`src/design/ksc_pkg.sv`:
```
// Package for the keyword substitution cipher: command codes, sequencer states,
// shared types and the wrap-around letter increment. Depends on nothing.
`default_nettype none

package ksc_pkg;

  localparam int ALPHABET_SIZE = 26;
  localparam int LETTER_W      = 5;
  localparam int CHAR_W        = 8;
  localparam int RAW_LIMIT     = ALPHABET_SIZE + 1;

  typedef logic [LETTER_W-1:0] ksc_letter_t;
  typedef logic [CHAR_W-1:0]   ksc_char_t;

  localparam ksc_letter_t LAST_LETTER  = ksc_letter_t'(ALPHABET_SIZE - 1);
  localparam ksc_char_t   CHAR_UPPER_A = 8'h41;
  localparam ksc_char_t   CHAR_UPPER_Z = 8'h5A;
  localparam ksc_char_t   CHAR_LOWER_A = 8'h61;
  localparam ksc_char_t   CHAR_LOWER_Z = 8'h7A;

  typedef enum logic [1:0] {
    CMD_CLEAR  = 2'd0,
    CMD_KEY    = 2'd1,
    CMD_BUILD  = 2'd2,
    CMD_ENCODE = 2'd3
  } ksc_cmd_t;

  typedef enum logic [1:0] {
    ST_IDLE,
    ST_KEY,
    ST_FILL
  } ksc_state_t;

  // Key bookkeeping handed to the table builder.
  typedef struct packed {
    ksc_letter_t              count;
    ksc_letter_t              raw;
    ksc_letter_t              last;
    logic [ALPHABET_SIZE-1:0] used;
  } ksc_key_info_t;

  // One write into the cipher table.
  typedef struct packed {
    logic        we;
    ksc_letter_t addr;
    ksc_letter_t data;
  } ksc_wr_t;

  // Next letter position, wrapping from Z back to A.
  function automatic ksc_letter_t ksc_wrap_inc(ksc_letter_t v);
    ksc_letter_t r;
    r = (v == LAST_LETTER) ? '0 : v + ksc_letter_t'(1);
    return r;
  endfunction

endpackage

`default_nettype wire

```
`src/design/ksc_in_if.sv`:
```
// Input channel of the cipher: valid/ready handshake with command and byte.
// Stands alone; the command encoding lives in ksc_pkg.
`default_nettype none

interface ksc_in_if;
  logic       valid;
  logic       ready;
  logic [1:0] cmd;
  logic [7:0] char_in;

  modport source (output valid, output cmd, output char_in, input ready);
  modport sink   (input valid, input cmd, input char_in, output ready);
endinterface

`default_nettype wire

```
`src/design/ksc_out_if.sv`:
```
// Output channel of the cipher: valid/ready handshake with the encoded byte.
// Stands alone.
`default_nettype none

interface ksc_out_if;
  logic       valid;
  logic       ready;
  logic [7:0] char_out;

  modport source (output valid, output char_out, input ready);
  modport sink   (input valid, input char_out, output ready);
endinterface

`default_nettype wire

```
`src/design/ksc_build_ctl.sv`:
```
// Table builder: a small sequencer that lays the key letters and then the
// unused letters into the cipher table; a letter in the key gives no fill write. Uses ksc_pkg.
`default_nettype none

module ksc_build_ctl (
  input  wire                   clk,
  input  wire                   rst,
  input  wire                   start,
  input  ksc_pkg::ksc_key_info_t info,
  input  ksc_pkg::ksc_letter_t  key_rd,
  output ksc_pkg::ksc_letter_t  key_idx,
  output ksc_pkg::ksc_wr_t      wr,
  output logic                  busy
);
  import ksc_pkg::*;

  ksc_state_t  state, state_next;
  ksc_letter_t idx;
  ksc_letter_t pos;
  ksc_letter_t c;
  ksc_letter_t step;
  ksc_letter_t c_inc;

  always_ff @(posedge clk) begin
    if (rst) begin
      state <= ST_IDLE;
    end else begin
      state <= state_next;
    end
  end

  always_comb begin
    state_next = state;
    case (state)
      ST_IDLE: begin
        if (start) begin
          state_next = (info.count == '0) ? ST_FILL : ST_KEY;
        end
      end
      ST_KEY: begin
        if (idx == info.count - ksc_letter_t'(1)) begin
          state_next = ST_FILL;
        end
      end
      ST_FILL: begin
        if (step == LAST_LETTER) begin
          state_next = ST_IDLE;
        end
      end
      default: state_next = ST_IDLE;
    endcase
  end

  always_comb begin
    c_inc   = ksc_wrap_inc(c);
    key_idx = idx;
    busy    = (state != ST_IDLE);
    wr      = '0;
    case (state)
      ST_KEY: begin
        wr.we   = 1'b1;
        wr.addr = pos;
        wr.data = key_rd;
      end
      ST_FILL: begin
        wr.we   = ~info.used[c_inc];
        wr.addr = pos;
        wr.data = c_inc;
      end
      default: wr = '0;
    endcase
  end

  // With an empty key the fill starts at position 1 with letter B, which
  // yields the identity table.
  always_ff @(posedge clk) begin
    case (state)
      ST_IDLE: begin
        if (start) begin
          idx  <= '0;
          step <= '0;
          c    <= info.last;
          if (info.count == '0) begin
            pos <= ksc_letter_t'(1);
          end else if (info.raw > ksc_letter_t'(ALPHABET_SIZE)) begin
            pos <= '0;
          end else begin
            pos <= info.raw - ksc_letter_t'(1);
          end
        end
      end
      ST_KEY: begin
        idx <= idx + ksc_letter_t'(1);
        pos <= ksc_wrap_inc(pos);
      end
      ST_FILL: begin
        c    <= c_inc;
        step <= step + ksc_letter_t'(1);
        if (wr.we) begin
          pos <= ksc_wrap_inc(pos);
        end
      end
      default: begin
        idx <= idx;
      end
    endcase
  end

endmodule

`default_nettype wire

```
`src/design/keyword_substitution_cipher_top.sv`:
```
// Top level of the keyword substitution cipher: key bookkeeping, cipher table,
// output register and assertions. Uses ksc_pkg, ksc_in_if, ksc_out_if and
// ksc_build_ctl.
//
// Usage. Every input transaction carries a command and a byte. Clear key
// drops the collected key, key byte adds one key byte, build table lays out
// a new 26-letter table from the key, and encode byte returns one output
// transaction with the encoded byte. Only encode produces an output.
// Clear, key byte and encode need no further work once accepted, so the
// next input transaction can be taken while no result is stalled. Encode
// results are registered into the output register on acceptance. After a
// build is accepted the table builder writes the kept key letters and then
// the unused letters into the table; in that time in_ch.ready is low. The
// builder writes the table through its single write port.
// Reset (synchronous, active high) sets the table to the identity mapping,
// clears the key and empties the output register; no clearing pass runs.
// When the receiver stalls with a result waiting, in_ch.ready drops until
// the result is taken, so no result is ever lost or overwritten; the
// result can be taken in the same cycle as a new transaction is accepted.
`default_nettype none

module keyword_substitution_cipher_top (
  input wire        clk,
  input wire        rst,
  ksc_in_if.sink    in_ch,
  ksc_out_if.source out_ch
);
  import ksc_pkg::*;

  // Key state.
  logic [ALPHABET_SIZE-1:0] letter_used;
  ksc_letter_t              key_letter_count;
  ksc_letter_t              raw_key_length;
  ksc_letter_t              last_key_letter;
  ksc_letter_t              key_letters [ALPHABET_SIZE];

  // Cipher table, one letter index per plain letter.
  ksc_letter_t              cipher_table [ALPHABET_SIZE];

  // Output register.
  logic                     out_valid;
  ksc_char_t                char_out;

  ksc_cmd_t                 cmd;
  logic                     in_fire;
  logic                     is_letter;
  ksc_letter_t              li;
  logic                     keep_letter;
  logic                     busy;
  ksc_key_info_t            info;
  ksc_letter_t              key_idx;
  ksc_letter_t              key_rd;
  ksc_wr_t                  wr;

  assign cmd     = ksc_cmd_t'(in_ch.cmd);
  assign in_fire = in_ch.valid && in_ch.ready;

  // Ready whenever no build is running and the output register is free or
  // being emptied in this cycle.
  assign in_ch.ready = !busy && (!out_valid || out_ch.ready);

  // Letter decode: folds lower case to upper case.
  always_comb begin
    is_letter = 1'b0;
    li        = '0;
    if (in_ch.char_in inside {[CHAR_UPPER_A:CHAR_UPPER_Z]}) begin
      is_letter = 1'b1;
      li        = ksc_letter_t'(in_ch.char_in - CHAR_UPPER_A);
    end else if (in_ch.char_in inside {[CHAR_LOWER_A:CHAR_LOWER_Z]}) begin
      is_letter = 1'b1;
      li        = ksc_letter_t'(in_ch.char_in - CHAR_LOWER_A);
    end
  end

  // A key letter is kept only on its first appearance.
  assign keep_letter = in_fire && (cmd == CMD_KEY) && is_letter && !letter_used[li] &&
                       (key_letter_count < ksc_letter_t'(ALPHABET_SIZE));

  always_ff @(posedge clk) begin
    if (rst) begin
      letter_used      <= '0;
      key_letter_count <= '0;
      raw_key_length   <= '0;
      last_key_letter  <= '0;
    end else if (in_fire) begin
      case (cmd)
        CMD_CLEAR: begin
          letter_used      <= '0;
          key_letter_count <= '0;
          raw_key_length   <= '0;
          last_key_letter  <= '0;
        end
        CMD_KEY: begin
          if (raw_key_length < ksc_letter_t'(RAW_LIMIT)) begin
            raw_key_length <= raw_key_length + ksc_letter_t'(1);
          end
          if (keep_letter) begin
            letter_used[li]  <= 1'b1;
            key_letter_count <= key_letter_count + ksc_letter_t'(1);
            last_key_letter  <= li;
          end
        end
        default: begin
          raw_key_length <= raw_key_length;
        end
      endcase
    end
  end

  // Kept key letters in order of arrival; only entries below the count are read.
  always_ff @(posedge clk) begin
    if (keep_letter) begin
      key_letters[key_letter_count] <= li;
    end
  end

  assign key_rd = key_letters[key_idx];

  assign info.count = key_letter_count;
  assign info.raw   = raw_key_length;
  assign info.last  = last_key_letter;
  assign info.used  = letter_used;

  ksc_build_ctl u_build (
    .clk     (clk),
    .rst     (rst),
    .start   (in_fire && (cmd == CMD_BUILD)),
    .info    (info),
    .key_rd  (key_rd),
    .key_idx (key_idx),
    .wr      (wr),
    .busy    (busy)
  );

  always_ff @(posedge clk) begin
    if (rst) begin
      for (int i = 0; i < ALPHABET_SIZE; i++) begin
        cipher_table[i] <= ksc_letter_t'(i);
      end
    end else if (wr.we) begin
      cipher_table[wr.addr] <= wr.data;
    end
  end

  // Encode: letters map through the table, every other byte passes unchanged.
  always_ff @(posedge clk) begin
    if (rst) begin
      out_valid <= 1'b0;
    end else if (in_fire && (cmd == CMD_ENCODE)) begin
      out_valid <= 1'b1;
    end else if (out_ch.ready) begin
      out_valid <= 1'b0;
    end
  end

  always_ff @(posedge clk) begin
    if (in_fire && (cmd == CMD_ENCODE)) begin
      if (is_letter) begin
        char_out <= CHAR_UPPER_A + ksc_char_t'(cipher_table[li]);
      end else begin
        char_out <= in_ch.char_in;
      end
    end
  end

  assign out_ch.valid    = out_valid;
  assign out_ch.char_out = char_out;

`ifndef SYNTH
  // No input transaction is taken while the table is being rebuilt.
  a_no_accept_while_busy: assert property (@(posedge clk) disable iff (rst)
    busy |-> !in_ch.ready)
    else $error("input accepted during table build");

  // A build command starts the table builder on the next cycle.
  a_build_starts: assert property (@(posedge clk) disable iff (rst)
    (in_fire && (cmd == CMD_BUILD)) |=> busy)
    else $error("build command did not start the builder");

  // The kept-letter count always matches the set of used letters.
  a_count_matches_used: assert property (@(posedge clk) disable iff (rst)
    $countones(letter_used) == int'(key_letter_count))
    else $error("key letter count out of step with used letters");

  // A waiting result is never replaced by a new encode.
  a_no_overwrite: assert property (@(posedge clk) disable iff (rst)
    (out_valid && !out_ch.ready) |-> !in_ch.ready)
    else $error("input accepted while a result is stalled");
`endif

endmodule

`default_nettype wire

```
`src/flat_wrapper.sv`:
```
// flat-port wrapper written by rule: the top's interface ports become plain ports
module keyword_substitution_cipher_top_flat import ksc_pkg::*;
  (clk, rst, in_ch_valid, in_ch_cmd, in_ch_char_in, in_ch_ready, out_ch_valid, out_ch_char_out, out_ch_ready);
  ksc_in_if in_ch_i ();
  ksc_out_if out_ch_i ();
  input wire clk;
  input wire rst;
  input wire logic [$bits(in_ch_i.valid)-1:0] in_ch_valid;
  input wire logic [$bits(in_ch_i.cmd)-1:0] in_ch_cmd;
  input wire logic [$bits(in_ch_i.char_in)-1:0] in_ch_char_in;
  output wire logic [$bits(in_ch_i.ready)-1:0] in_ch_ready;
  output wire logic [$bits(out_ch_i.valid)-1:0] out_ch_valid;
  output wire logic [$bits(out_ch_i.char_out)-1:0] out_ch_char_out;
  input wire logic [$bits(out_ch_i.ready)-1:0] out_ch_ready;
  assign in_ch_i.valid = in_ch_valid;
  assign in_ch_i.cmd = in_ch_cmd;
  assign in_ch_i.char_in = in_ch_char_in;
  assign in_ch_ready = in_ch_i.ready;
  assign out_ch_valid = out_ch_i.valid;
  assign out_ch_char_out = out_ch_i.char_out;
  assign out_ch_i.ready = out_ch_ready;
  keyword_substitution_cipher_top u_core (.clk(clk), .rst(rst), .in_ch(in_ch_i), .out_ch(out_ch_i));
endmodule
```
`config.mk`:
```
export PLATFORM = sky130hd
export DESIGN_NAME = keyword_substitution_cipher_top_flat
export DESIGN_NICKNAME = d
export VERILOG_FILES = /design/src/design/ksc_pkg.sv /design/src/design/ksc_in_if.sv /design/src/design/ksc_out_if.sv /design/src/design/ksc_build_ctl.sv /design/src/design/keyword_substitution_cipher_top.sv /design/src/flat_wrapper.sv
export SDC_FILE = /design/constraint.sdc
export NUM_CORES = 1
export LEC_CHECK = 0
export BUFFER_PORTS_ARGS = -buffer_cell sky130_fd_sc_hd__buf_2
export CORE_UTILIZATION = 45
export CTS_BUF_LIST = sky130_fd_sc_hd__clkbuf_4
export DETAILED_ROUTE_END_ITERATION = 6
export RECOVER_POWER = 100
export SKIP_LAST_GASP = 1
export SLEW_MARGIN = 20
export SYNTH_ARGS = -nofsm -noshare
export SYNTH_HDL_FRONTEND = slang
export SYNTH_SLANG_ARGS = --single-unit
```
`constraint.sdc`:
```
create_clock -name clk -period 14 [get_ports clk]
set_input_delay 2.8 -clock clk [delete_from_list [all_inputs] [get_ports clk]]
set_output_delay 2.8 -clock clk [all_outputs]
set_load 0.01 [all_outputs]
```
# ---- After elaboration in Yosys (flattened, before gate mapping)
# Memories as Yosys holds them, arrays and structs flattened. A register that Yosys moved wholly into a read port is not among the register bits.
# Cells that the tools add are included.
dict set report totals {
  ram_bits 260
  out_inout_bits 10
  register_bits 72
  n_memories 2
  inputBits 14
}
dict set report op_classes {
  n_mux 50
  eq_ne 15
  reduce_logical 31
  add_sub_neg 11
  bitwise 2
  n_lt_le_gt_ge 10
}
# memory depth width rd rd_clocked_by_memory_dff wr line_no
set memory_table {}
lappend memory_table {u_core.cipher_table 26 5 1 0 26 keyword_substitution_cipher_top.sv:38} ;# ksc_letter_t cipher_table [ALPHABET_SIZE];
lappend memory_table {u_core.key_letters 26 5 1 1 1 keyword_substitution_cipher_top.sv:35} ;# ksc_letter_t key_letters [ALPHABET_SIZE];
# cell count
set op_table {}
lappend op_table {{$mux 5} 16}
lappend op_table {{$pmux 5 s2} 6}
lappend op_table {{$pmux 26 s2} 1}
lappend op_table {{$add 5x1->5 const B} 6}
lappend op_table {{$mux 26} 1}
lappend op_table {{$or 26x26->26} 1}
lappend op_table {{$pmux 11 s2} 1}
lappend op_table {{$sub 5x1->5 const B} 4}
lappend op_table {{$ge 8x7->1 const B} 2}
lappend op_table {{$le 8x7->1 const B} 2}
lappend op_table {{$eq 5x5->1 const B} 3}
lappend op_table {{$mux 1} 15}
lappend op_table {{$pmux 5 s3} 1}
lappend op_table {{$lt 5x6->1 const B} 2}
lappend op_table {{$reduce_and 3->1} 4}
lappend op_table {{$logic_and 1x1->1} 11}
lappend op_table {{$bmux 1 s5} 2}
lappend op_table {{$lt 5x5->1 const B} 2}
lappend op_table {{$ne 2x2->1 const B} 5}
lappend op_table {{$reduce_bool 2->1} 5}
lappend op_table {{$add 7x5->8 const A} 1}
lappend op_table {{$mux 2} 4}
lappend op_table {{$mux 8} 1}
lappend op_table {{$eq 2x2->1 const B} 3}
lappend op_table {{other kinds (15)} 20}

# ---- Longest topological paths before layout
# Gate-level depths: netlist (run 1).
dict set report depth {
  word_depth 11
  depth_mapped 18
  mapped_depth_nobuf 14
}

# ---- Modules after synthesis
# A second synthesis (run 1) with hierarchy kept.
dict set report hier_totals {
  cells_unflattened 1401
  hier_area_um2 17630.7
}
# mod n_inst seq_area_each_um2 area_each_um2 cells_per_inst
set by_module_without_submodules {}
lappend by_module_without_submodules {keyword_substitution_cipher_top 1 9789.4 15635.0 1183}
lappend by_module_without_submodules {ksc_build_ctl 1 640.6 1995.7 218}

# ---- Worst setup path after synthesis (run 1)
# OpenSTA, ideal clock, no wires.
dict set report synth_path {
  kind {input to register}
  start {in in_ch_char_in[0]}
  end {reg u_core.char_out[3], in the netlist u_core.out_ch.char_out[3], data pin}
  t_required_ps 13831
  stages 14
  slack_ps 6884
  n_path_buf 5
  t_arrival_ps 6946
  path_cell_list {buf_2 -> inv_1 -> clkbuf_1 -> ha_1 -> buf_2 -> buf_4 -> buf_2 -> nor4_1 -> a21oi_1 -> a32oi_1 -> o2111ai_1 -> or2_1 -> and4_1 -> o31ai_1}
}
dict set report synth_between {
  elab_chain_len 7
}
# item line_no
set synth_rtl {}
lappend synth_rtl {{start: declaration} flat_wrapper.sv:10} ;# input wire logic [$bits(in_ch_i.char_in)-1:0] in_ch_char_in;
lappend synth_rtl {{$ge 8x7->1 / $le 8x7->1 (equally long branches)} keyword_substitution_cipher_top.sv:69} ;# end else if (in_ch.char_in inside {[CHAR_LOWER_A:CHAR_LOWER_Z]}) begin
lappend synth_rtl {{$logic_and 1x1->1} keyword_substitution_cipher_top.sv:69}
lappend synth_rtl {{$mux 5} keyword_substitution_cipher_top.sv:69}
lappend synth_rtl {{$mux 5 (*)} keyword_substitution_cipher_top.sv:66} ;# if (in_ch.char_in inside {[CHAR_UPPER_A:CHAR_UPPER_Z]}) begin
lappend synth_rtl {{via u_core.li[1]} keyword_substitution_cipher_top.sv:47} ;# ksc_letter_t li;
lappend synth_rtl {{$mem_v2 26x5 (*)} --}
lappend synth_rtl {{$add 7x5->8 (*)} keyword_substitution_cipher_top.sv:159} ;# char_out <= CHAR_UPPER_A + ksc_char_t'(cipher_table[li]);
lappend synth_rtl {{$mux 8 (*)} keyword_substitution_cipher_top.sv:158} ;# if (is_letter) begin
lappend synth_rtl {{end signal: assignment} keyword_substitution_cipher_top.sv:159}
lappend synth_rtl {{end signal: assignment} keyword_substitution_cipher_top.sv:161} ;# char_out <= in_ch.char_in;
lappend synth_rtl {{end: declaration} keyword_substitution_cipher_top.sv:42} ;# ksc_char_t char_out;
# The timed path passes the listed nets; every way through them passes the cells marked *.
# A chain may end at the register's enable or synchronous reset.

# ---- Final worst setup path (run 1)
dict set report layout_path {
  start {in in_ch_char_in[0]}
  end {mem u_core.key_letters[13][3] (netlist bit), enable pin}
}
dict set report layout_between {
  elab_chain_len 11
}
# item line_no
set layout_rtl {}
lappend layout_rtl {{$ge 8x7->1 / $le 8x7->1 (equally long branches)} keyword_substitution_cipher_top.sv:69}
lappend layout_rtl {{$logic_and 1x1->1} keyword_substitution_cipher_top.sv:69}
lappend layout_rtl {{$mux 5} keyword_substitution_cipher_top.sv:69}
lappend layout_rtl {{$mux 5} keyword_substitution_cipher_top.sv:66}
lappend layout_rtl {{$bmux 1 s5} keyword_substitution_cipher_top.sv:76} ;# assign keep_letter = in_fire && (cmd == CMD_KEY) && is_letter && !letter_used[li] &&
lappend layout_rtl {{$mux 1 (not written as such)} keyword_substitution_cipher_top.sv:76}
lappend layout_rtl {{$logic_not 1->1} keyword_substitution_cipher_top.sv:76}
lappend layout_rtl {{$logic_and 1x1->1 (*) (2 in series)} keyword_substitution_cipher_top.sv:76}
lappend layout_rtl {{$mux 1 (*)} keyword_substitution_cipher_top.sv:112} ;# if (keep_letter) begin
lappend layout_rtl {{$mux 1 (not written as such) (*)} keyword_substitution_cipher_top.sv:113} ;# key_letters[key_letter_count] <= li;
lappend layout_rtl {{end: declaration} keyword_substitution_cipher_top.sv:35}
# Mark *: on every way between the ends. The rest lies on a longest branch, timed or not. The select of a mux whose other input is x is not followed.

==> metrics.txt, run 1 <==
outcome=complete, but fails checks; failing checks=DRC, capacitance limit, slew limit; final period utilization=73.0%; final net count=approximately 1.5k; Final Skew=0.0385 ns; routed wire length per instance=23.8 um; First-pass DRT Iterations=7; DRT Wirelength=between 40000 and 50000 um; reg2reg path depth=11; end point of the critical path=u_core.key_letters[13][3]$_DFFE_PP_; CP Capture Type=register; startpoint types=primary input; largest family of logic cells by synthesized area=simple AND/OR/NAND/NOR gates; critical path data required time=14.39 ns; clk_lat worst skew=slightly below 0.8 ns; dpl ws=5.63 ns; mux cell area share after synthesis=a little under a tenth; # resized after CTS=0; TritonCTS clock tree=built; Die H=199 um; vias per cell=5.94; CP top delay family=buffers and inverters; Static Leakage=~6 nW; instance count on the critical path=13; post-synth top area share=a little over half; H-Tree Level Count=3; Ys Warns=0; DRC viols=1; Syn-to-layout area delta=8.70%; worst reg2reg endpoint=u_core.cipher_table[28][0]$_DFFE_PP_; PwrDens=125 nW/um^2; final core utilization=between 50% and 60%; synth top area cells=edfxtp_1 (55%), dfxtp_1 (5.6%), mux4_2 (4.6%); complex-gate fraction of the synthesized area=9.55%; die width=~200 um; Arrival @ worst endpoint=10.61 ns; Initial Util=46.1%; RSZ-0062 raised after global routing=false; routability cong.=roughly 0.94; Cell variety after synth=84; post-synthesis sequential area ratio=60.3%; syn_area_per_cell=12.4 um^2; crit path kind=primary input to register; Adder-Cell Fraction of Synth Area=around 1.6%; share of layout cells above drive strength 1=approximately 16%; # IOs=24; hold slack=roughly 0.45 ns; post-cts hold buffer count=0; MaxCap Viol Count=6; Max-slew headroom=-84.0%; Hold Crit Class=register to register; Core ar.=between 30000 and 40000 um^2; PortBufs=23; Crit Reg-Reg Startpoint=u_core.u_build.c[0]$_DFFE_PP_; CTS Sinks=367; Post-DRT Antenna Nets=0; Final Setup Violations=0; critical-path cell list=buf_2, clkbuf_1, inv_1, ha_1, buf_4, and2_0, nor3_4, nand3_1, a2111oi_0, a2111o_1, nor3_1, nand2_1, nor2_1; vias in the first global route=between 10k and 15k; deepest clock path buffer count=3; Post-CTS Setup Inserts=0; CP Max Fanout=56; Rows=71; clock-pin transition on the worst setup and hold timing paths=approximately 0.06 ns; setup TNS=0 ns; Post-DP HPWL=roughly 32000 um; cell area after synthesis=roughly 17000 um^2; fraction of registers with async set/reset=0%; Slew @ Worst Pin=between 2 and 3 ns; Num CTS Buffers=92; Main synth FF type=edfxtp_1; Setup WS post-layout=between 3 and 4 ns; cell taking the most area after synthesis=edfxtp_1; WP buf/inv=4; clock root buffer=clkbuf_4; Iteration-0 DRC Markers=1226; first-pass GRT wire length=72300 um; number of enable flip-flop cells after synthesis=318; total die area=39600 um^2; via count=around 12k; GR Util All Layers=24.9%; Simple-Gate Fraction of Synth Area=between 10 and 15%; CP max-delay cell=clkbuf_1; flop2flop setup slack=7.45 ns; xor-xnor portion of the synthesized cell area=roughly 1.7%; largest net degree at the start of global routing=57; crit path time final=a little over 10 ns; net count after synthesis=1448; Syn Inst Count=1411; max-slew violation count=210; Seq cells post-synth=between 300 and 400; Max stage delay on crit path=1.55 ns; max frequency=roughly 0.1 GHz; initial antenna violation count=2; VDD IR-drop max=between 0.03 and 0.04 mV; Setup crit start=in_ch_char_in[0]; Tot Pwr=around 2.4 mW; GRT overflow=0; Final Hold Viols=0
## power by group
part	total (mW)	switching, mW	internal (mW)
Sequential	1.23	0.0204	1.21
Clock	0.905	0.425	0.480
Combinational	0.249	0.173	0.0761
## cells in the final DEF, fill, tap and decap left out, types with 23 or more instances in the layout
cell	Yosys	final
nand2_1	120	124
edfxtp_1	318	318
o21a_1	27	27
o21ai_0	21	24
mux2i_1	53	53
nor3_1	33	33
inv_1	26	26
dfxtp_1	49	48
nor2b_1	23	23
ha_1	23	23
nor2_1	187	187
nand3_1	49	52
mux4_2	36	36
clkbuf_4	0	130
a21oi_1	33	33
## worst register-to-register path, delay by kind of cell, from the launching register on
family / cells / cell delay [ns]
DFF: 1 / 0.57
buffers and inverters: 1 / 1.14
and+or+nand+nor: 5 / 2.84
adders and majority gates: 1 / 0.34
muxes: 1 / 0.43
AOI/OAI and AO/OA: 3 / 0.85
## worst min-delay path by stage
stage | start | to | cells after the start
global placement | u_core.last_key_letter[1]$_SDFFE_PP0P_ | u_core.last_key_letter[1]$_SDFFE_PP0P_ | 2
floorplan | u_core.last_key_letter[0]$_SDFFE_PP0P_ | u_core.last_key_letter[0]$_SDFFE_PP0P_ | 2
finish | u_core.last_key_letter[0]$_SDFFE_PP0P_ | u_core.last_key_letter[0]$_SDFFE_PP0P_ | 2
CTS | u_core.last_key_letter[0]$_SDFFE_PP0P_ | u_core.last_key_letter[0]$_SDFFE_PP0P_ | 2
detailed placement | u_core.last_key_letter[0]$_SDFFE_PP0P_ | u_core.last_key_letter[0]$_SDFFE_PP0P_ | 2
global route | u_core.last_key_letter[2]$_SDFFE_PP0P_ | u_core.last_key_letter[2]$_SDFFE_PP0P_ | 2
## flip-flops by register name (all words and copies together) (netlist names), named ones only
| register | flops |
|---|---|
| u_core.cipher_table | 160 |
| u_core.key_letter_count | 5 |
| u_core.key_letters | 130 |
| u_core.last_key_letter | 5 |
| u_core.letter_used | 26 |
| u_core.out_ch.char_out | 8 |
| u_core.out_ch.valid | 1 |
| u_core.raw_key_length | 5 |
| u_core.u_build.c | 5 |
| u_core.u_build.key_idx | 5 |
| u_core.u_build.pos | 5 |
| u_core.u_build.state | 2 |
| u_core.u_build.step | 5 |
## layer usage
layer	wire length, um	GRT usage, %	up-vias
met2	21300	36.9	568
met3	4200	5.76	99
met4	1390	9.77	0
met5	0	0	-
li1	-	-	5418
met1	21400	35.4	5971
## cells in the mapped netlist, types with 5 or more instances
cell type,number
xor2_1,15
dfxtp_1,49
and2_1,20
nand2b_1,21
a2111oi_0,6
o21ai_0,21
nand2_1,120
a21o_1,19
nor2_1,187
nor2b_1,23
nor4_1,7
o21a_1,27
ha_1,23
a21oi_1,33
a211oi_1,16
o22ai_1,17
mux4_2,36
mux2i_1,53
nand3_1,49
edfxtp_1,318
inv_1,26
or3_1,9
nor3_1,33
buf_2,31
clkbuf_1,42
and3_1,5
a221oi_1,5
xnor2_1,18
o31ai_1,10
nand3b_1,5
nor2_2,6
a31oi_1,7
o221ai_1,7
nand4_1,7
o21bai_1,6
mux2_2,23
buf_1,6
buf_4,9
## logic make-up (layout without fill, tap and decap cells)
kind of cell / count (synthesis) / in the layout
compound gates: 230 / 230
xor+xnor: 33 / 33
fa+ha+maj: 23 / 23
buf+inv: 119 / 224
flops: 367 / 367
mux: 112 / 112
other cells: 0 / 1
simple gates: 527 / 527
## stage by stage
| step | area (um^2) | instances |
|---|---|---|
| 5_1_grt | 19000 | 2028 |
| 3_5_place_dp | 17900 | 1872 |
| 3_3_place_gp | 17900 | 1872 |
| 2_1_floorplan | 17500 | 1411 |
| 4_1_cts | 19100 | 2027 |
| 6_report | 19000 | 2028 |
## cell type report
type | instances | area [um^2]
fill | 3436 | 18900
sequential | 367 | 10500
multi-input combinational | 925 | 6360
clock buffer | 130 | 976
tap | 511 | 639
timing repair buffer | 42 | 206
clock inverter | 25 | 178
inverter | 27 | 101
antenna | 1 | 2.50
No activity file was read; power rests on OpenSTA's default activity.
==> inputs of run 2 (changes only) <==
==> constraint.sdc (replaced) <==
create_clock -name clk -period 8.3 [get_ports clk]
set_input_delay 1.66 -clock clk [delete_from_list [all_inputs] [get_ports clk]]
set_output_delay 1.66 -clock clk [all_outputs]
set_load 0.01 [all_outputs]
==> metrics.txt, run 2 (same netlist as run 1, synthesis figures left out) <==
post-cts hold buffer count=0 (unchanged); CP max-delay cell=nand3_1 (was clkbuf_1); Syn-to-layout area delta=9.15% (was 8.70%); setup TNS=0 ns (unchanged); Slew @ Worst Pin=2.86 ns (was 2.76 ns); Arrival @ worst endpoint=7.08 ns (was 10.61 ns); DRT Wirelength=48400 um (was 48200 um); largest net degree at the start of global routing=48 (was 57); RSZ-0062 raised after global routing=false (unchanged); First-pass DRT Iterations=7 (unchanged); Reg area=10500 um^2 (unchanged); TritonCTS clock tree=built (unchanged); first-pass GRT wire length=73400 um (was 72300 um); area occupied by multi-input gates=6350 um^2 (was 6360 um^2); final core utilization=50.3% (was 50.1%); WP buf/inv=3 (was 4); Tot Pwr=4.04 mW (was 2.38 mW); crit path kind=primary input to register (unchanged); CP Capture Type=register (unchanged); Hold Crit Class=register to register (unchanged); CTS Sinks=367 (unchanged); CP top delay family=simple AND/OR/NAND/NOR gates (was buffers and inverters); Die H=199 um (unchanged); GR Util All Layers=25.1% (was 24.9%); critical path data required time=8.67 ns (was 14.39 ns); biggest regs=u_core.cipher_table (160), u_core.key_letters (130), u_core.letter_used (26) (unchanged); H-Tree Level Count=3 (unchanged); initial antenna violation count=1 (was 2); vias per cell=5.99 (was 5.94); Final Skew=0.0617 ns (was 0.0385 ns); flip-flop count of the largest register after layout=160 (unchanged); Max stage delay on crit path=1.23 ns (was 1.55 ns); VDD IR-drop max=0.0755 mV (was 0.0392 mV); final net count=1499 (was 1492); Setup crit start=in_ch_char_in[0] (unchanged); deepest clock path buffer count=3 (unchanged); crit-path most repeated cell=clkbuf_1; Setup WS post-layout=1.59 ns (was 3.79 ns); DRC viols=1 (unchanged); dpl ws=2.23 ns (was 5.63 ns); share of layout cells above drive strength 1=16.3% (was 15.9%); max-slew violation count=97 (was 210); Fill cells=3382 (was 3436); max frequency=around 0.15 GHz; Static Leakage=6.07 nW (was 6.02 nW); Max-slew headroom=-90.8% (was -84.0%); most common cell after layout, fill and taps aside=edfxtp_1 (unchanged); clk_lat worst skew=0.78 ns (was 0.77 ns); Core ar.=37900 um^2 (unchanged); MaxCap Viol Count=3 (was 6); WHS Path Cells=2 (unchanged); failing checks=DRC, capacitance limit, slew limit (unchanged); Post-DRT Antenna Nets=0 (unchanged); vias in the first global route=11.9k (was 11.8k); Iteration-0 DRC Markers=1328 (was 1226); Rows=71 (unchanged); post-placement cell count=1880 (was 1872); Num CTS Buffers=91 (was 92); clock root buffer=clkbuf_4 (unchanged); Final Setup Violations=0 (unchanged); # IOs=24 (unchanged); end point of the critical path=u_core.key_letters[7][4]$_DFFE_PP_ (was u_core.key_letters[13][3]$_DFFE_PP_); post-route insts no fill=2043 (was 2028); routability cong.=0.951 (was 0.942); Crit Reg-Reg Startpoint=u_core.u_build.c[0]$_DFFE_PP_ (unchanged); crit path time final=6.71 ns; worst reg2reg endpoint=u_core.cipher_table[28][2]$_DFFE_PP_ (was u_core.cipher_table[28][0]$_DFFE_PP_); via count=12.2k (was 12.1k); GRT overflow=0 (unchanged); # resized after CTS=0 (unchanged); die width=199 um (unchanged); outcome=complete, but fails checks (unchanged); routed wire length per instance=23.7 um (was 23.8 um); instance count on the critical path=12 (was 13); most frequent cells in the layout=edfxtp_1 (318), nor2_1 (187), clkbuf_4 (135) (was edfxtp_1 (318), nor2_1 (187), clkbuf_4 (130)); CP Max Fanout=27 (was 56); PortBufs=23 (unchanged); flop2flop setup slack=1.92 ns (was 7.45 ns); Post-CTS Setup Inserts=0 (unchanged); critical-path cell list=clkbuf_1, inv_1, ha_1, nor2b_1, o2111ai_1, nand3_1, or3_1, a2111o_1, nor3_1, clkbuf_1, nand2_1, nor2_1 (was buf_2, clkbuf_1, inv_1, ha_1, buf_4, and2_0, nor3_4, nand3_1, a2111oi_0, a2111o_1, nor3_1, nand2_1, nor2_1); Final Hold Viols=0 (unchanged); largest reg by FF count=u_core.cipher_table (unchanged); startpoint types=primary input (unchanged); total die area=39600 um^2 (unchanged); Initial Util=46.1% (unchanged); clock-pin transition on the worst setup and hold timing paths=0.07 ns (was 0.06 ns); reg2reg path depth=11 (unchanged); PwrDens=212 nW/um^2 (was 125 nW/um^2); final period utilization=80.8%; Post-DP HPWL=32400 um (was 32300 um)
run 2: cell count changes in the layout (fill, tap and decap cells not counted), sizes merged:
cell and delta:
clkbuf +8, buf +5, clkinvlp +2, bufinv -1
clkinv +1
run 2: worst reg2reg max path, stage by stage, from the launching register on:
cell and delay (ns):
edfxtp_1 0.58, ha_1 0.34, and4b_1 0.28, nor2_1 0.86, mux2_1 0.42, o211a_1 0.21, o311ai_0 0.29, o311ai_0 0.27
nand2b_1 0.19, clkbuf_1 1.08, nand4_1 0.48, nor3_1 0.97
run 2: routing by layer:
layer / wire (um) / GRT usage [%]
met1: 20900 / 35.8
met2: 21200 / 36.8
met3: 4990 / 6.85
met4: 1310 / 8.55
met5: 0 / 0
run 2: worst min path at each step:
stage                                              to                                   start  slack [ns]
2_1_floorplan  u_core.last_key_letter[0]$_SDFFE_PP0P_  u_core.last_key_letter[0]$_SDFFE_PP0P_        0.43
5_1_grt        u_core.last_key_letter[2]$_SDFFE_PP0P_  u_core.last_key_letter[2]$_SDFFE_PP0P_        0.49
3_5_place_dp   u_core.last_key_letter[1]$_SDFFE_PP0P_  u_core.last_key_letter[1]$_SDFFE_PP0P_        0.44
3_3_place_gp   u_core.last_key_letter[1]$_SDFFE_PP0P_  u_core.last_key_letter[1]$_SDFFE_PP0P_        0.44
6_report       u_core.last_key_letter[1]$_SDFFE_PP0P_  u_core.last_key_letter[1]$_SDFFE_PP0P_        0.45
4_1_cts        u_core.last_key_letter[1]$_SDFFE_PP0P_  u_core.last_key_letter[1]$_SDFFE_PP0P_        0.45
run 2: area by class of cell:
class | count | area share, %
Clock buffer | 135 | 5.31
Multi-Input combinational cell | 925 | 33.3
Tap cell | 511 | 3.35
Clock inverter | 27 | 0.892
Inverter | 27 | 0.531
Timing Repair Buffer | 50 | 1.35
Sequential cell | 367 | 55.2
Antenna cell | 1 | 0.0131
run 2: metrics by stage:
stage	hold slack (ns)	instance area (um^2)
3_3_place_gp	0.438	18000
6_report	0.452	19100
2_1_floorplan	0.429	17500
5_1_grt	0.488	19100
3_5_place_dp	0.443	18000
4_1_cts	0.453	19200
run 2: power breakdown:
part	leakage, nW	internal (mW)	switching [mW]
sequential	3.12	2.03	0.0350
clock	0.698	0.807	0.741
combinational	2.26	0.132	0.293
total	6.07	2.97	1.07
==> inputs of run 3 (changes only) <==
==> constraint.sdc (replaced) <==
create_clock -name clk -period 6.05 [get_ports clk]
set_input_delay 1.21 -clock clk [delete_from_list [all_inputs] [get_ports clk]]
set_output_delay 1.21 -clock clk [all_outputs]
set_load 0.01 [all_outputs]
==> metrics.txt, run 3 (same netlist as run 1, synthesis figures left out) <==
Tot Pwr=5.51 mW (was 4.04 mW); Static Leakage=6.10 nW (was 6.07 nW); DRT Wirelength=48800 um (was 48400 um); DRC viols=0 (was 1); CP max-delay cell=clkbuf_1 (was nand3_1); outcome=complete, but fails checks (unchanged); VDD IR-drop max=0.0973 mV (was 0.0755 mV); TritonCTS clock tree=built (unchanged); Setup WS post-layout=0.808 ns (was 1.59 ns); routability cong.=0.914 (was 0.951); post-cts hold buffer count=0 (unchanged); dpl ws=0.533 ns (was 2.23 ns); final net count=1501 (was 1499); crit path kind=primary input to register (unchanged); Slew @ Worst Pin=2.16 ns (was 2.86 ns); Arrival @ worst endpoint=5.61 ns (was 7.08 ns); Post-DP HPWL=33800 um (was 32400 um); Final Hold Viols=0 (unchanged); max frequency=approximately 0.19 GHz; RSZ-0062 raised after global routing=false (unchanged); Max-slew headroom=-44.7% (was -90.8%); Rows=71 (unchanged); share of layout cells above drive strength 1=17.3% (was 16.3%); Syn-to-layout area delta=9.43% (was 9.15%); Post-CTS Setup Inserts=0 (unchanged); CTS Sinks=367 (unchanged); critical path data required time=6.42 ns (was 8.67 ns); largest reg by FF count=u_core.cipher_table (unchanged); most frequent cells in the layout=edfxtp_1 (318), nor2_1 (187), clkbuf_4 (141) (was edfxtp_1 (318), nor2_1 (187), clkbuf_4 (135)); # resized after CTS=0 (unchanged); CP Capture Type=register (unchanged); hold slack=0.457 ns (was 0.452 ns); crit path time final=about 5.2 ns; deepest clock path buffer count=3 (unchanged); Max stage delay on crit path=0.58 ns (was 1.23 ns); most common cell after layout, fill and taps aside=edfxtp_1 (unchanged); clock root buffer=clkbuf_4 (unchanged); routed wire length per instance=23.8 um (was 23.7 um); via count=12.2k (about the same); flip-flop count of the largest register after layout=160 (unchanged); Iteration-0 DRC Markers=1318 (was 1328); First-pass DRT Iterations=6 (was 7); startpoint types=primary input (unchanged); MaxCap Viol Count=3 (unchanged); Core ar.=37900 um^2 (unchanged); final period utilization=between 80 and 90%; vias per cell=5.93 (was 5.99); die width=199 um (unchanged); Final Setup Violations=0 (unchanged); GRT overflow=0 (unchanged); Final Skew=0.0605 ns (was 0.0617 ns); CP Max Fanout=23 (was 27); max-slew violation count=83 (was 97); GR Util All Layers=25.2% (was 25.1%); Initial Util=46.1% (unchanged); initial antenna violation count=1 (unchanged); PwrDens=288 nW/um^2 (was 212 nW/um^2); setup TNS=0 ns (unchanged); H-Tree Level Count=3 (unchanged); Die H=199 um (unchanged); PortBufs=23 (unchanged); clk_lat worst skew=0.76 ns (was 0.78 ns); # IOs=24 (unchanged); Hold Crit Class=register to register (unchanged); Num CTS Buffers=92 (was 91); first-pass GRT wire length=73200 um (was 73400 um); total die area=39600 um^2 (unchanged); Post-DRT Antenna Nets=0 (unchanged); largest net degree at the start of global routing=46 (was 48); failing checks=capacitance limit, slew limit (was DRC, capacitance limit, slew limit); clock-pin transition on the worst setup and hold timing paths=0.07 ns (about the same); biggest regs=u_core.cipher_table (160), u_core.key_letters (130), u_core.letter_used (26) (unchanged); critical-path cell list=clkbuf_1, inv_1, ha_4, and2_1, nor3_4, nand3_1, a221o_1, a211o_1, nor3_2, nand2_1, nor2_1 (was clkbuf_1, inv_1, ha_1, nor2b_1, o2111ai_1, nand3_1, or3_1, a2111o_1, nor3_1, clkbuf_1, nand2_1, nor2_1); vias in the first global route=11.7k (was 11.9k)
==> run 3: changes by cell type in the layout (fill, tap and decap cells not counted), moves of 2 or more <==
| cell | before | now |
|---|---|---|
| clkinvlp_4 | 2 | 4 |
| buf_4 | 15 | 19 |
| clkbuf_1 | 24 | 21 |
| and2_1 | 8 | 10 |
| bufinv_16 | 2 | 0 |
| and2_0 | 12 | 10 |
| clkbuf_4 | 135 | 141 |
| clkinv_1 | 19 | 15 |
| nor3_1 | 34 | 32 |
| nor3_2 | 2 | 4 |
==> run 3: worst paths after layout <==
path                                                              from                                       end  slack (ns)  cells past startpoint
worst max register to register           u_core.u_build.c[0]$_DFFE_PP_  u_core.cipher_table[18][4]$_SDFFCE_PN1P_        0.82                     11
worst max-delay path                                  in_ch_char_in[0]       u_core.key_letters[23][0]$_DFFE_PP_        0.81                     11
worst min register to register  u_core.last_key_letter[2]$_SDFFE_PP0P_    u_core.last_key_letter[2]$_SDFFE_PP0P_        0.46                      2
worst min-delay path            u_core.last_key_letter[2]$_SDFFE_PP0P_    u_core.last_key_letter[2]$_SDFFE_PP0P_        0.46                      2
==> run 3: final cells by class <==
class / count / area, um^2
Antenna cell: 1 / 2.50
Clock buffer: 141 / 1060
Clock inverter: 25 / 124
Fill cell: 3398 / 18800
Inverter: 27 / 101
Multi-Input combinational cell: 925 / 6390
Sequential cell: 367 / 10500
Tap cell: 511 / 639
Timing Repair Buffer: 51 / 277
==> run 3: worst max-delay path, delay by kind of cell <==
kind	cells	cell delay [ns]
buf+inv	2	0.85
fa+ha+maj	1	0.42
simple gates	6	2.31
compound gates	2	0.78
==> run 3: routing by layer <==
metal / share of wire, % / vias to the layer above / GRT usage (%)
met5: 0 / - / 0
met4: 1.7 / 0 / 7.09
met3: 9.4 / 72 / 5.02
met2: 45 / 644 / 38.1
met1: 44 / 6002 / 36.8
li1: - / 5433 / -
==> run 3: through the flow <==
step	util, %	instances	instance area [um^2]
CTS	50.6	2047	19200
floorplan	-	1411	17500
finish	50.4	2048	19100
global route	50.4	2048	19100
global placement	47.5	1881	18000
detailed placement	47.5	1881	18000
==> run 3: power breakdown <==
group / internal (mW) / switching [mW] / total (mW) / leakage (nW)
Sequential: 2.79 / 0.0557 / 2.85 / 3.12
Clock: 1.07 / 1.01 / 2.08 / 0.700
Combinational: 0.182 / 0.396 / 0.578 / 2.28
